`config.mk`:
```
export PLATFORM = sky130hd
export DESIGN_NAME = dvs_queue
export DESIGN_NICKNAME = d
export VERILOG_FILES = /design/src/design/dvs_pkg.sv /design/src/design/dvs_queue.sv
export SDC_FILE = /design/constraint.sdc
export NUM_CORES = 1
export LEC_CHECK = 0
export ABC_AREA = 1
export BUFFER_PORTS_ARGS = -buffer_cell sky130_fd_sc_hd__buf_4
export CAP_MARGIN = 20
export CORE_MARGIN = 4
export CORE_UTILIZATION = 41
export CTS_CLUSTER_SIZE = 12
export DETAILED_ROUTE_END_ITERATION = 10
export HOLD_SLACK_MARGIN = 0.08
export MAX_ROUTING_LAYER = met4
export PLACE_DENSITY = 0.65
export SLEW_MARGIN = 20
export SYNTH_ARGS = -nofsm -noshare
export SYNTH_HDL_FRONTEND = slang
export SYNTH_SLANG_ARGS = --single-unit
```
`constraint.sdc`:
```
create_clock -name i_clk -period 18.1 [get_ports i_clk]
set_input_delay 4.525 -clock i_clk [delete_from_list [all_inputs] [get_ports i_clk]]
set_output_delay 4.525 -clock i_clk [all_outputs]
set_load 0.01 [all_outputs]
```
`src/design/dvs_pkg.sv`:
```
`default_nettype none
// ----------------------------------------------------------------------------
// dvs_pkg
// shared widths and item/result types for the per-chain value set
// ----------------------------------------------------------------------------
package dvs_pkg;

    localparam int CHAIN_W     = 7;
    localparam int WORD_W      = 64;
    localparam int MAX_WORDS   = 4;
    localparam int COUNT_OUT_W = 5;
    localparam int TOTAL_OUT_W = 11;

    // classified request handed from the front to the back
    typedef struct packed {
        logic [CHAIN_W-1:0]                  chain;
        logic                                in_range;
        logic [MAX_WORDS-1:0][WORD_W-1:0]    words;
    } t_item;

    typedef struct packed {
        logic [CHAIN_W-1:0]     chain_echo;
        logic                   was_new;
        logic                   dropped_full;
        logic [COUNT_OUT_W-1:0] chain_count;
        logic [TOTAL_OUT_W-1:0] total_count;
    } t_result;

endpackage
`default_nettype wire

```
`src/design/dvs_queue.sv`:
```
`default_nettype none
// ----------------------------------------------------------------------------
// dvs_queue
// two-entry queue between front and back
// ----------------------------------------------------------------------------
module dvs_queue import dvs_pkg::*; (
    input  wire   i_clk,
    input  wire   i_rst_n,
    input  wire   i_push,
    input  t_item i_item,
    output logic  o_ready,
    output logic  o_valid,
    output t_item o_item,
    input  wire   i_pop
);

    t_item       r_entry [2];
    logic        r_wr_ptr;
    logic        r_rd_ptr;
    logic [1:0]  r_fill;
    logic        do_push;
    logic        do_pop;

    assign o_ready = (r_fill != 2'd2);
    assign o_valid = (r_fill != 2'd0);
    assign o_item  = r_entry[r_rd_ptr];
    assign do_push = i_push && o_ready;
    assign do_pop  = i_pop && o_valid;

    always_ff @(posedge i_clk) begin
        if (!i_rst_n) begin
            r_wr_ptr <= 1'b0;
            r_rd_ptr <= 1'b0;
            r_fill   <= 2'd0;
        end else begin
            if (do_push) begin
                r_wr_ptr <= !r_wr_ptr;
            end
            if (do_pop) begin
                r_rd_ptr <= !r_rd_ptr;
            end
            if (do_push && !do_pop) begin
                r_fill <= r_fill + 2'd1;
            end else if (do_pop && !do_push) begin
                r_fill <= r_fill - 2'd1;
            end
        end
    end

    always_ff @(posedge i_clk) begin
        if (do_push) begin
            r_entry[r_wr_ptr] <= i_item;
        end
    end

endmodule
`default_nettype wire

```
# ---- Yosys cells after proc, flatten, opt, wreduce, memory -nomap -nowiden
# Memories as Yosys holds them, arrays and structs flattened. A register that Yosys moved wholly into a read port is not among the register bits.
# Index checks and enable logic that the tools add are counted.
# Widths: inputs -> output; s select.
dict set report word_totals {
  reg_bits 4
  mem_bits_rw 528
  in_bits 268
  output_inout_bits 266
  wordCells 23
  n_memories 1
}
# memory depth width rd rd_ports_with_merged_regs write_ports line
set mem_list {}
lappend mem_list {r_entry 2 264 1 1 1 dvs_queue.sv:17} ;# t_item r_entry [2];
dict set report classes {
  n_addsub 2
  n_eq_ne 1
  mux 6
  reduce_logical 10
}
# cell n
set op_table {}
lappend op_table {{$logic_and 1x1->1} 4}
lappend op_table {{$logic_not 1->1} 4}
lappend op_table {{$mux 1} 4}
lappend op_table {{$mux 2} 2}
lappend op_table {{$reduce_bool 2->1} 2}
lappend op_table {{$add 2x1->2 const B} 1}
lappend op_table {{$ne 2x2->1 const B} 1}
lappend op_table {{$sub 2x1->2 const B} 1}

# ---- Logic depth before layout (Yosys ltp)
dict set report logic_depth {
  ltp_word 6
  mapped_depth 11
}

# ---- Worst setup path after synthesis
# No wires, ideal clock.
dict set report synth_timing {
  kind {input to register}
  start {input port i_push}
  end {memory r_entry[0][0] in the netlist's numbering, enable pin}
  setup_ps 894
  arrival_time_ps 15551
  t_required_ps 17206
  setup_slack_ps 1656
  path_stages 2
  cell_sequence {nand2_1 nor2_1}
}
dict set report synth_via {
  elab_chain_cells 3
}
# item line
set synth_rtl {}
lappend synth_rtl {{start: declaration} dvs_queue.sv:9} ;# input wire i_push,
lappend synth_rtl {{$logic_and 1x1->1} dvs_queue.sv:27} ;# assign do_push = i_push && o_ready;
lappend synth_rtl {{$mux 1} dvs_queue.sv:51} ;# if (do_push) begin
lappend synth_rtl {{$mux 1 (implied by the code)} dvs_queue.sv:52} ;# r_entry[r_wr_ptr] <= i_item;
lappend synth_rtl {{end: declaration} dvs_queue.sv:17}
# Every way passes these cells.

==> flow_summary.yaml <==
sta:
  finalWorstSetupSlack_ns: 9.75
  maxSlewViolCount: 0
  worst_hold_slack_ns: 0.504
  rsz0062_at_grt: "no"
  post-route-min-period_ns: 8.35
  fin_setup_tns_ns: 0
  final-setup-viol-count: 0
  min_period_over_period_pct: 46.1
  max_clock_freq_mhz: 120
  skew_ns: 0.0194
  finalHoldViolations: 0
  worstMarginPinSlew_ns: 1.14
  relSlewSlack_pct: 24.3
logic_synthesis:
  syn_nets: 1127
  synth_cell_type_count: 14
  seq_area_frac_synth_pct: 82.0
  synth_top_area_share_pct: 81.5
  synth_top_cell_by_area: "edfxtp_1"
  syn_area_um2: 19500
  synth-edff-count: 528
  yosys_register_bits: 533
  synth_warnings: 0
  netlist_top_cells_count: "edfxtp_1, mux2_2, clkbuf_8, nand2_1"
  async_reset_ff_share_pct: 0
  synth_area_leaders: "edfxtp_1, mux2_2, clkbuf_8"
  synthCells: 858
  synth_most_common_cell: "edfxtp_1"
  avgSynthCellArea_um2: 22.7
  synth_ff_type: "edfxtp_1"
clocking:
  cts_sinks: 533
  tritoncts: "done"
  cts_made_buffers: 54
  clockBufferDepth: 3
  post_cts_buffers: 0
  cts.repair.resized: 0
  cts_root_buf: "clkbuf_16"
  clkLatencyLatePin_ns: 0.58
  path_clk_slew_ns: 0.06
  hold_buffers: 0
  ctsHtreeMaxLevel: 2
place:
  place_area_um2: 23900
  pre_cts_slack_ns: 10.32
  dp.final_hpwl_um: 30300
  port_buffers: 533
  gp_congestion: 0.762
routing:
  drc: 0
  drt-total-wl_um: 44300
  final_antenna_net_count: 0
  wl_per_cell_um: 21.3
  drt_iter0_markers: 669
  vias_per_cell: 4.83
  vias: 10000
  dr.pass1.iters: 4
critical_path:
  setup.worst_path.class: "reg -> out"
  arrival_ns: 3.82
  r2r_setup_slack_ns: 14.47
  crit_path_start_kind: "register"
  cp-end-kind: "primary output"
  path_max_fanout: 79
  required_ns: 13.57
layout:
  final_area_um2: 25500
  layout.nets: 1699
  drive_gt1_share_pct: 59.5
  area_growth_pct: 31.3
power:
  power.density_nw_per_um2: 136
  vdd_drop_max_v: 0.0000897
  power_mw: 3.46
  p_leak_nw: 9.41
die:
  initial_core_util_pct: 41.6
  rows: 79
  die-area_um2: 51000
  fp.dieW_um: 226
  ioPinCount: 534
  die_h_um: 226
  core_um2: 46800
min_path:
  hold_path_class: "reg -> reg"
global_routing:
  grt_max_degree: 81
  antenna_found_initial: 3
  globalRouteOverflowTotal: 0
  grt_pass1_vias: 10800
  track_usage_pct: 16.9
  grt_pass1_wl_um: 63500
run:
  drv_cap: 0
outcome:
  status: "finished, final reports clean"
==> worst max-delay path, stage by stage, from the launching register on <==
cell and delay (ns):
dfxtp_4 0.72, buf_4 0.79, buf_4 0.91, mux2_2 0.45, buf_4 0.15
==> registers in the layout, summed over array words and instances, names as in the netlist, named ones only <==
| signal | cells |
|---|---|
| r_rd_ptr | 1 |
| r_entry | 528 |
| r_fill | 2 |
| r_wr_ptr | 1 |
==> final timing paths <==
kind	from	endpoint	cells past startpoint
max	register	o_item[33]	4
min	r_rd_ptr	register	2
max reg2reg	r_fill[0]	r_entry[0][96]	7
min reg2reg	r_rd_ptr	register	2
==> cells by family after synthesis <==
group,synth area share [%]
flip-flops,82.0
multiplexers,15.3
buffers and inverters,2.13
AND/OR/NAND/NOR,0.386
AO/OA/AOI/OAI,0.116
adder cells (fa/ha/maj),0.0643
==> cell type report <==
cell class,instances,area (µm²)
fill,3700,21200
sequential,533,16000
timing repair buffer,545,4120
multi-input combinational,288,3100
clock buffer,78,1470
tap,607,759
clock inverter,15,95.1
inverter,8,30.0
antenna,3,7.51
==> layout by cell type (no fill, tap or decap), types with 2 or more instances in the layout <==
cell / count
nor2_4: 2
nand2_1: 9
buf_4: 543
inv_1: 8
mux2_2: 264
nor2_1: 6
diode_2: 3
clkbuf_1: 22
dfxtp_1: 4
o21ai_0: 2
clkinv_2: 2
edfxtp_1: 528
clkinv_1: 10
clkbuf_16: 55
==> metal layers <==
metal  routed length, µm  track usage [%]
met1               15800             18.6
met2               23000             28.4
met3                3940             6.28
met4                1550             6.09
met5                   0                -
==> stage by stage <==
step / instances / utilization (%)
3_3_place_gp: 1980 / 51.2
2_1_floorplan: 858 / -
4_1_cts: 2073 / 54.5
5_1_grt: 2077 / 54.6
3_5_place_dp: 1980 / 51.2
6_report: 2077 / 54.6
==> power by group <==
part,switching [mW],internal [mW]
combinational,0.429,0.421
sequential,0.0442,1.56
clock,0.430,0.573
total,0.904,2.56
Power figures use the tool's default switching activity.
