===== config.mk =====
export PLATFORM = sky130hd
export DESIGN_NAME = dvs_front_flat
export DESIGN_NICKNAME = d
export VERILOG_FILES = /design/src/design/dvs_pkg.sv /design/src/design/dvs_if.sv /design/src/design/dvs_front.sv /design/src/flat_wrapper.sv
export SDC_FILE = /design/constraint.sdc
export NUM_CORES = 1
export LEC_CHECK = 0
export BUFFER_PORTS_ARGS = -buffer_cell sky130_fd_sc_hd__buf_4
export CORE_AREA = 2 2 205 207
export CTS_CLUSTER_SIZE = 8
export DETAILED_ROUTE_END_ITERATION = 8
export DIE_AREA = 0 0 207 209
export GPL_TIMING_DRIVEN = 0
export PLACE_DENSITY = 0.51
export SETUP_SLACK_MARGIN = 0.1
export SYNTH_ARGS = -nofsm -noshare
export SYNTH_HDL_FRONTEND = slang
export SYNTH_SLANG_ARGS = --single-unit

===== constraint.sdc =====
create_clock -name i_clk -period 14.05 [get_ports i_clk]
set_input_delay 4.215 -clock i_clk [delete_from_list [all_inputs] [get_ports i_clk]]
set_output_delay 4.215 -clock i_clk [all_outputs]
set_load 0.02 [all_outputs]

===== src/design/dvs_pkg.sv =====
`default_nettype none
// ----------------------------------------------------------------------------
// dvs_pkg
// shared widths and item/result types for the per-chain value set
// ----------------------------------------------------------------------------
package dvs_pkg;

    localparam int CHAIN_W     = 7;
    localparam int WORD_W      = 64;
    localparam int MAX_WORDS   = 4;
    localparam int COUNT_OUT_W = 5;
    localparam int TOTAL_OUT_W = 11;

    // classified request handed from the front to the back
    typedef struct packed {
        logic [CHAIN_W-1:0]                  chain;
        logic                                in_range;
        logic [MAX_WORDS-1:0][WORD_W-1:0]    words;
    } t_item;

    typedef struct packed {
        logic [CHAIN_W-1:0]     chain_echo;
        logic                   was_new;
        logic                   dropped_full;
        logic [COUNT_OUT_W-1:0] chain_count;
        logic [TOTAL_OUT_W-1:0] total_count;
    } t_result;

endpackage
`default_nettype wire


===== src/design/dvs_if.sv =====
`default_nettype none
// ----------------------------------------------------------------------------
// dvs_if
// request and result channels with valid/ready handshake
// ----------------------------------------------------------------------------
interface dvs_in_if import dvs_pkg::*; ();
    logic               valid;
    logic               ready;
    logic [CHAIN_W-1:0] chain_index;
    logic [WORD_W-1:0]  word0;
    logic [WORD_W-1:0]  word1;
    logic [WORD_W-1:0]  word2;
    logic [WORD_W-1:0]  word3;

    modport source (output valid, chain_index, word0, word1, word2, word3, input ready);
    modport sink   (input valid, chain_index, word0, word1, word2, word3, output ready);
endinterface

`default_nettype wire


===== src/design/dvs_front.sv =====
`default_nettype none
// ----------------------------------------------------------------------------
// dvs_front
// input register: takes requests and tags them with the chain range check
// ----------------------------------------------------------------------------
module dvs_front import dvs_pkg::*; #(
    parameter int NUM_CHAINS = 67
) (
    input  wire    i_clk,
    input  wire    i_rst_n,
    dvs_in_if.sink i_in,
    output t_item  o_item,
    output logic   o_push,
    input  wire    i_push_ready
);

    logic  r_valid;
    t_item r_item;
    t_item n_item;
    logic  accept;

    assign i_in.ready = !r_valid || i_push_ready;
    assign accept     = i_in.valid && i_in.ready;

    always_comb begin
        n_item.chain    = i_in.chain_index;
        n_item.in_range = ({1'b0, i_in.chain_index} < (CHAIN_W+1)'(NUM_CHAINS));
        n_item.words[0] = i_in.word0;
        n_item.words[1] = i_in.word1;
        n_item.words[2] = i_in.word2;
        n_item.words[3] = i_in.word3;
    end

    always_ff @(posedge i_clk) begin
        if (!i_rst_n) begin
            r_valid <= 1'b0;
        end else if (accept) begin
            r_valid <= 1'b1;
        end else if (i_push_ready) begin
            r_valid <= 1'b0;
        end
    end

    always_ff @(posedge i_clk) begin
        if (accept) begin
            r_item <= n_item;
        end
    end

    assign o_item = r_item;
    assign o_push = r_valid;

endmodule
`default_nettype wire


===== src/flat_wrapper.sv =====
// flat-port wrapper written by rule: the top's interface ports become plain ports
module dvs_front_flat import dvs_pkg::*;
#(
    parameter int NUM_CHAINS = 67
)
  (i_clk, i_rst_n, o_item, o_push, i_push_ready, i_in_valid, i_in_chain_index, i_in_word0, i_in_word1, i_in_word2, i_in_word3, i_in_ready);
  dvs_in_if i_in_i ();
  input  wire i_clk;
  input  wire i_rst_n;
  output t_item o_item;
  output logic o_push;
  input  wire i_push_ready;
  input wire logic [$bits(i_in_i.valid)-1:0] i_in_valid;
  input wire logic [$bits(i_in_i.chain_index)-1:0] i_in_chain_index;
  input wire logic [$bits(i_in_i.word0)-1:0] i_in_word0;
  input wire logic [$bits(i_in_i.word1)-1:0] i_in_word1;
  input wire logic [$bits(i_in_i.word2)-1:0] i_in_word2;
  input wire logic [$bits(i_in_i.word3)-1:0] i_in_word3;
  output wire logic [$bits(i_in_i.ready)-1:0] i_in_ready;
  assign i_in_i.valid = i_in_valid;
  assign i_in_i.chain_index = i_in_chain_index;
  assign i_in_i.word0 = i_in_word0;
  assign i_in_i.word1 = i_in_word1;
  assign i_in_i.word2 = i_in_word2;
  assign i_in_i.word3 = i_in_word3;
  assign i_in_ready = i_in_i.ready;
  dvs_front #(.NUM_CHAINS(NUM_CHAINS)) u_core (.i_clk(i_clk), .i_rst_n(i_rst_n), .i_in(i_in_i), .o_item(o_item), .o_push(o_push), .i_push_ready(i_push_ready));
endmodule

======== Yosys cells after proc, flatten, opt, wreduce, memory -nomap -nowiden ========
Cells that the tools add are included.
word-level totals
  register bits after elaboration ......... 265
  output and inout bits ................... 266
  logic and storage cells ................. 14
cells by class
  magnitude comparators ................... 1
  multiplexer cells ....................... 2
  reductions and logical operators ........ 4
operators with widths
  kind                                        number
  < comparator 7 bit (second input constant)  1
  two-way mux 1 bit                           2
  nonzero test 2 bit                          1
  logical AND 1 bit                           1
  logical NOT 1 bit                           1
  logical OR 1 bit                            1

======== Depth between registers and ports, before layout ========
Gate-level depths: netlist of run 1.
  depth in word-level cells ............... 4
  gate-level depth with buffers ........... 2
  depth with buffers taken out ............ 2

======== Worst setup path after synthesis of run 1 ========
No wires, ideal clock.
  path kind ............................... input -> register
  start point ............................. in i_push_ready
  end point ............................... reg u_core.r_item, in the netlist u_core.o_item[0], enable pin
  library setup time ...................... 0.658 ns
  arrival time ............................ 10.501 ns
  slack ................................... 2.892 ns
  stages on the path ...................... 2
  cell sequence ........................... nand2b_1 and2_1
on the way
  longest elaborated chain between the ends .. 2
ends and longest elaborated chain
  item                    line                RTL
  start: declaration      flat_wrapper.sv:12  input wire i_push_ready;
  logical OR 1 bit        dvs_front.sv:22     assign i_in.ready = !r_valid || i_push_ready;
  logical AND 1 bit       dvs_front.sv:23     assign accept = i_in.valid && i_in.ready;
  via u_core.accept       dvs_front.sv:20     logic accept;
  end signal: assignment  dvs_front.sv:46     r_item <= n_item;
  end: declaration        dvs_front.sv:18     t_item r_item;
The timed path passes the listed nets, and every way through them passes these cells.
A chain may end at the register's enable or synchronous reset.

======== Final worst setup path of run 1 ========
  start point ............................. in i_push_ready
  end point ............................... out i_in_ready
on the way
  longest elaborated chain between the ends .. 1
ends and longest elaborated chain
  item              line                RTL
  logical OR 1 bit  dvs_front.sv:22
  end: declaration  flat_wrapper.sv:19  output wire logic [$bits(i_in_i.ready)-1:0] i_in_ready;
Every way passes these cells.

==> results of run 1 <==
[tightest hold or removal path: cells and delay by family, from the launching register on]
kind / cells / cell delay [ps]
and+or+nand+nor: 1 / 120
AOI/OAI and AO/OA: 1 / 100
DFF: 1 / 310
[path summary, 6_finish.rpt]
| check | end | from | cells after the start | slack (ps) |
|---|---|---|---|---|
| hold / removal | u_core.o_push | u_core.o_push | 2 | 590 |
| setup / recovery | i_in_ready | i_push_ready | 3 | 5170 |
| setup reg to reg | u_core.o_item[22] | u_core.o_push | 3 | 11990 |
| hold reg to reg | u_core.o_push | u_core.o_push | 2 | 590 |
[area by class of cell]
cell class	instances	area, µm²	area share (%)
multi-input combinational	6	41.3	0.299
tap	539	674	4.88
timing repair buffer	535	4080	29.5
sequential	265	7950	57.5
antenna	1	2.50	0.0181
clock buffer	49	1030	7.49
clock inverter	3	33.8	0.245
inverter	1	3.75	0.0272
[through the flow]
stage               util [%]  total power (W)  std cells  hold slack (ps)
floorplan                  -          0.00104        272              750
global placement        30.7          0.00118       1343              568
detailed placement      30.9          0.00117       1346              587
CTS                     33.5          0.00203       1398              600
global route            33.5          0.00207       1398              640
finish                  33.5          0.00199       1399              589
[sequential cells by signal (all words and copies together), names as in the netlist]
register,count
u_core.o_item,264
u_core.o_push,1
[cell usage in the layout, fill, tap and decap left out, types with 3 or more instances in the layout]
| cell | Yosys | layout |
|---|---|---|
| edfxtp_1 | 264 | 264 |
| clkbuf_1 | 0 | 9 |
| buf_4 | 0 | 532 |
| clkbuf_16 | 0 | 40 |
| buf_16 | 0 | 3 |
[routing by layer]
layer,track usage [%],vias up,wire (µm)
met5,0,-,14
met4,5.17,2,767
met3,6.31,49,3200
met2,18.6,355,12600
met1,11.2,2424,8520
li1,-,2263,-
[power breakdown]
part	switching [W]	total [W]	leakage, nW	internal [W]
registers	0.0000137	0.000942	2.56	0.000928
logic	0.000109	0.000210	2.61	0.000101
clock network	0.000325	0.000835	0.519	0.000510
[kinds of logic (layout without fill, tap and decap cells)]
group | after synthesis | after routing | synth area share, %
simple gates | 4 | 4 | 0.329
compound gates | 2 | 2 | 0.157
buf+inv | 1 | 588 | 0.0469
flops | 265 | 265 | 99.5
other cells | 0 | 1 | 0
==> flow_metrics.tcl, run 1 <==
set metrics [dict create \
    status "finished, final reports clean" \
    drtPass1Iterations 4 \
    synth_ff_type "edfxtp_1" \
    path_max_fanout 3 \
    drt-total-wl_um 25100 \
    num_rows 75 \
    post_cts_resized 0 \
    placed_cell_area_mm2 0.0127 \
    ant_nets 0 \
    cpMostUsedCell "buf_4" \
    synthArstFlopShare_pct 0 \
    clk_latency_ps 530 \
    layout_worst_path_cycle_share_pct 63.2 \
    io_buffers 532 \
    drive_above_1_share_pct 67.4 \
    syn_nets 539 \
    synthToLayoutAreaGrowth_pct 72.9 \
    start_kind "input pin" \
    synthesis.area_mm2 0.00799 \
    synth_area_per_cell_um2 29.4 \
    maxSlewViolCount 0 \
    vias_per_cell 3.64 \
    maxCapViolations 0 \
    setup_tns_ps 0 \
    synth_edf_count 264 \
    drt-initial-drc-count 165 \
    synth_top_area_share_pct 99.2 \
    ys_ff_latch 265 \
    grt_use_total_pct 11.1 \
    final_nets 1115 \
    relSlewSlack_pct 38.7 \
    numClockSinks 265 \
    p_per_area_mw_per_mm2 144 \
    via_count 5093 \
    grt_pass1_vias 5417 \
    crit_path_end_kind "primary output" \
    wl_per_cell_um 17.9 \
    syn_inst 272 \
    start_util_pct 19.4 \
    dp_slack_ps 5170 \
    dieArea_mm2 0.0433 \
    setup_viol 0 \
    yosysSeqAreaShare_pct 99.5 \
    crit_chain "buf_4, nand2b_1, buf_4" \
    fill_cells 4041 \
    antenna_found_initial 2 \
    leakage_nw 5.69 \
    drc 0 \
    cts_tree "yes" \
    fin_area_mm2 0.0138 \
    dp_hpwl_um 19100 \
    hold_viol_final 0 \
    post_cts_buffers 0 \
    grt_pass1_wl_um 35000 \
    cp_slowest_stage_delay_ps 170 \
    yosys_warnings 0 \
    clk_path_buf_depth 3 \
    yosys-top-cells-area "edfxtp_1 (99%), dfxtp_1 (0.25%), and2_1 (0.16%)" \
    finClkSkew_ps 19.3 \
    cts_root_buf "clkbuf_16" \
    cts_htree_levels 2 \
    clkSlewWorstSetupHoldPaths_ps 50 \
    fmax_mhz 113 \
    die_h_um 209 \
    io_pins 533 \
    overflow 0 \
    cpMaxStageDelayCell "nand2b_1" \
    cts_made_buffers 39 \
    hold_class "reg -> reg" \
    worstMarginPinSlew_ps 919 \
    crit_type "in -> out" \
    ir_worst_vdd_mv 0.107 \
    synthMostInstantiatedCell "edfxtp_1" \
    path_buf_inv 2 \
    die_w_um 207 \
    layout_setup_ws_ps 5170 \
    cp.required_ps 9840 \
    critical_path_arrival_ps 4670 \
    min_period_ps 8880 \
    cts_hold_buffers 0 \
    coreArea_mm2 0.0413 \
    ys_types 8 \
    synth.largest_area_cell "edfxtp_1" \
    globalplace.congestion 0.736 \
    grt_start_max_net_pins 72 \
    critPathTopFamily "buffers and inverters" \
    synth_commonest_cells "edfxtp_1 (264), and2_1 (2)" \
    rsz0062_at_grt "false" \
]
No activity file was read; power rests on OpenSTA's default activity.
==> run 2: changes to the inputs <==
- clock period: 14.05 -> 8.6 ns (I/O delays scaled with it)
==> flow_metrics.tcl, run 2 (same netlist as run 1, synthesis figures left out) <==
set metrics [dict create \
    p_sw_share_pct 22.0 \
    grt_pass1_wl_um 33900 \
    drtPass1Iterations 4 \
    layout_worst_path_cycle_share_pct 65.2 \
    coreArea_mm2 0.0413 \
    io_buffers 532 \
    leakage_nw 5.71 \
    via_count 4945 \
    clk_latency_ps 530 \
    setup_tns_ps 0 \
    p_switching_w 0.000717 \
    dieArea_mm2 0.0433 \
    seq_power_share_pct 47.3 \
    cts_root_buf "clkbuf_16" \
    path_max_fanout 3 \
    drc 0 \
    final_util_pct 33.5 \
    maxCapViolations 0 \
    clk_path_buf_depth 3 \
    largest_register_ffs 264 \
    p_clk_share_pct 42.1 \
    setup_viol 0 \
    ant_nets 0 \
    cts_made_buffers 39 \
    crit-reg2reg-launch "u_core.o_push" \
    grt_use_total_pct 10.8 \
    globalplace.congestion 0.761 \
    final_nets 1116 \
    cp-startpoint "i_push_ready" \
    dp_hpwl_um 18900 \
    clkSlewWorstSetupHoldPaths_ps 50 \
    crit_type "in -> out" \
    ir_worst_vdd_mv 0.142 \
    cts_hold_buffers 0 \
    cts_tree "yes" \
    crit_path_end_kind "primary output" \
    cts_htree_levels 2 \
    critical_path_arrival_ps 3030 \
    dp.cells 1347 \
    status "finished, final reports clean" \
    min_period_ps 5610 \
    drive_above_1_share_pct 67.5 \
    drt-initial-drc-count 204 \
    grt_pass1_vias 5272 \
    p_comb_share_pct 10.6 \
    relSlewSlack_pct 49.5 \
    die_h_um 209 \
    wl_per_cell_um 17.6 \
    fill_cells 4047 \
    post_cts_buffers 0 \
    cp.required_ps 6020 \
    min-delay-start "u_core.o_push" \
    antenna_found_initial 0 \
    overflow 0 \
    start_util_pct 19.4 \
    fin_cells 1399 \
    io_pins 533 \
    hold_viol_final 0 \
    p_int_w 0.00253 \
    vias_per_cell 3.53 \
    hold_class "reg -> reg" \
    start_kind "input pin" \
    numClockSinks 265 \
    grt_start_max_net_pins 68 \
    maxSlewViolCount 0 \
    worstMarginPinSlew_ps 757 \
    r2r_cells 5 \
    synthToLayoutAreaGrowth_pct 73.2 \
    min_path_cells 2 \
    rsz0062_at_grt "false" \
    finClkSkew_ps 10.5 \
    post_cts_resized 0 \
    layout_commonest_cell "buf_4" \
    num_rows 75 \
    mostFrequentLayoutCells "buf_4 (532), edfxtp_1 (264), clkbuf_16 (41)" \
    drt-total-wl_um 24600 \
    fmax_mhz 178 \
    p_per_area_mw_per_mm2 235 \
    die_w_um 207 \
]
run 2: cell types whose count changed in the layout (fill, tap and decap cells not counted), sizes merged:
cell	change
buf	+1
inv	-1
run 2: layout make-up:
| cell class | instances | area [µm²] | share of cell area [%] |
|---|---|---|---|
| Tap cell | 539 | 674 | 4.87 |
| Multi-Input combinational cell | 6 | 41.3 | 0.298 |
| Sequential cell | 265 | 7950 | 57.4 |
| Antenna cell | 1 | 2.50 | 0.0181 |
| Clock inverter | 2 | 8.76 | 0.0633 |
| Clock buffer | 49 | 1070 | 7.70 |
| Inverter | 1 | 3.75 | 0.0271 |
| Timing Repair Buffer | 536 | 4100 | 29.6 |
run 2: final timing paths:
path	to	slack, ps
max	i_in_ready	2990
min	u_core.o_push	570
max reg2reg	u_core.o_item[178]	6210
min reg2reg	u_core.o_push	570
run 2: through the flow:
step / power (W) / worst slack (ps) / hold WS (ps) / area (µm²)
2_1_floorplan: 0.00169 / 2030 / 749 / 7990
5_1_grt: 0.00338 / 2970 / 624 / 13800
3_5_place_dp: 0.00191 / 2990 / 575 / 12800
6_report: 0.00325 / 2990 / 574 / 13800
3_3_place_gp: 0.00191 / 657 / 526 / 12700
4_1_cts: 0.00332 / 2990 / 583 / 13800
run 2: worst max-delay path, cell delays in order:
cell and delay (ps):
buf_4 110, nand2b_1 170, buf_4 170
run 2: metal layers:
| metal | track usage (%) | vias to the layer above | wire, µm |
|---|---|---|---|
| met1 | 12.0 | 2345 | 9270 |
| met5 | 0 | - | 0 |
| met4 | 5.59 | 0 | 796 |
| met2 | 17.7 | 289 | 12200 |
| li1 | - | 2262 | - |
| met3 | 4.61 | 49 | 2310 |
run 2: power groups by stage:
stage,registers [W],logic (W),clock network [W]
3_3_place_gp,0.00157,0.000339,0
3_5_place_dp,0.00156,0.000351,0
5_1_grt,0.00154,0.000363,0.00148
2_1_floorplan,0.00166,0.0000234,0
6_report,0.00154,0.000345,0.00137
4_1_cts,0.00154,0.000351,0.00143
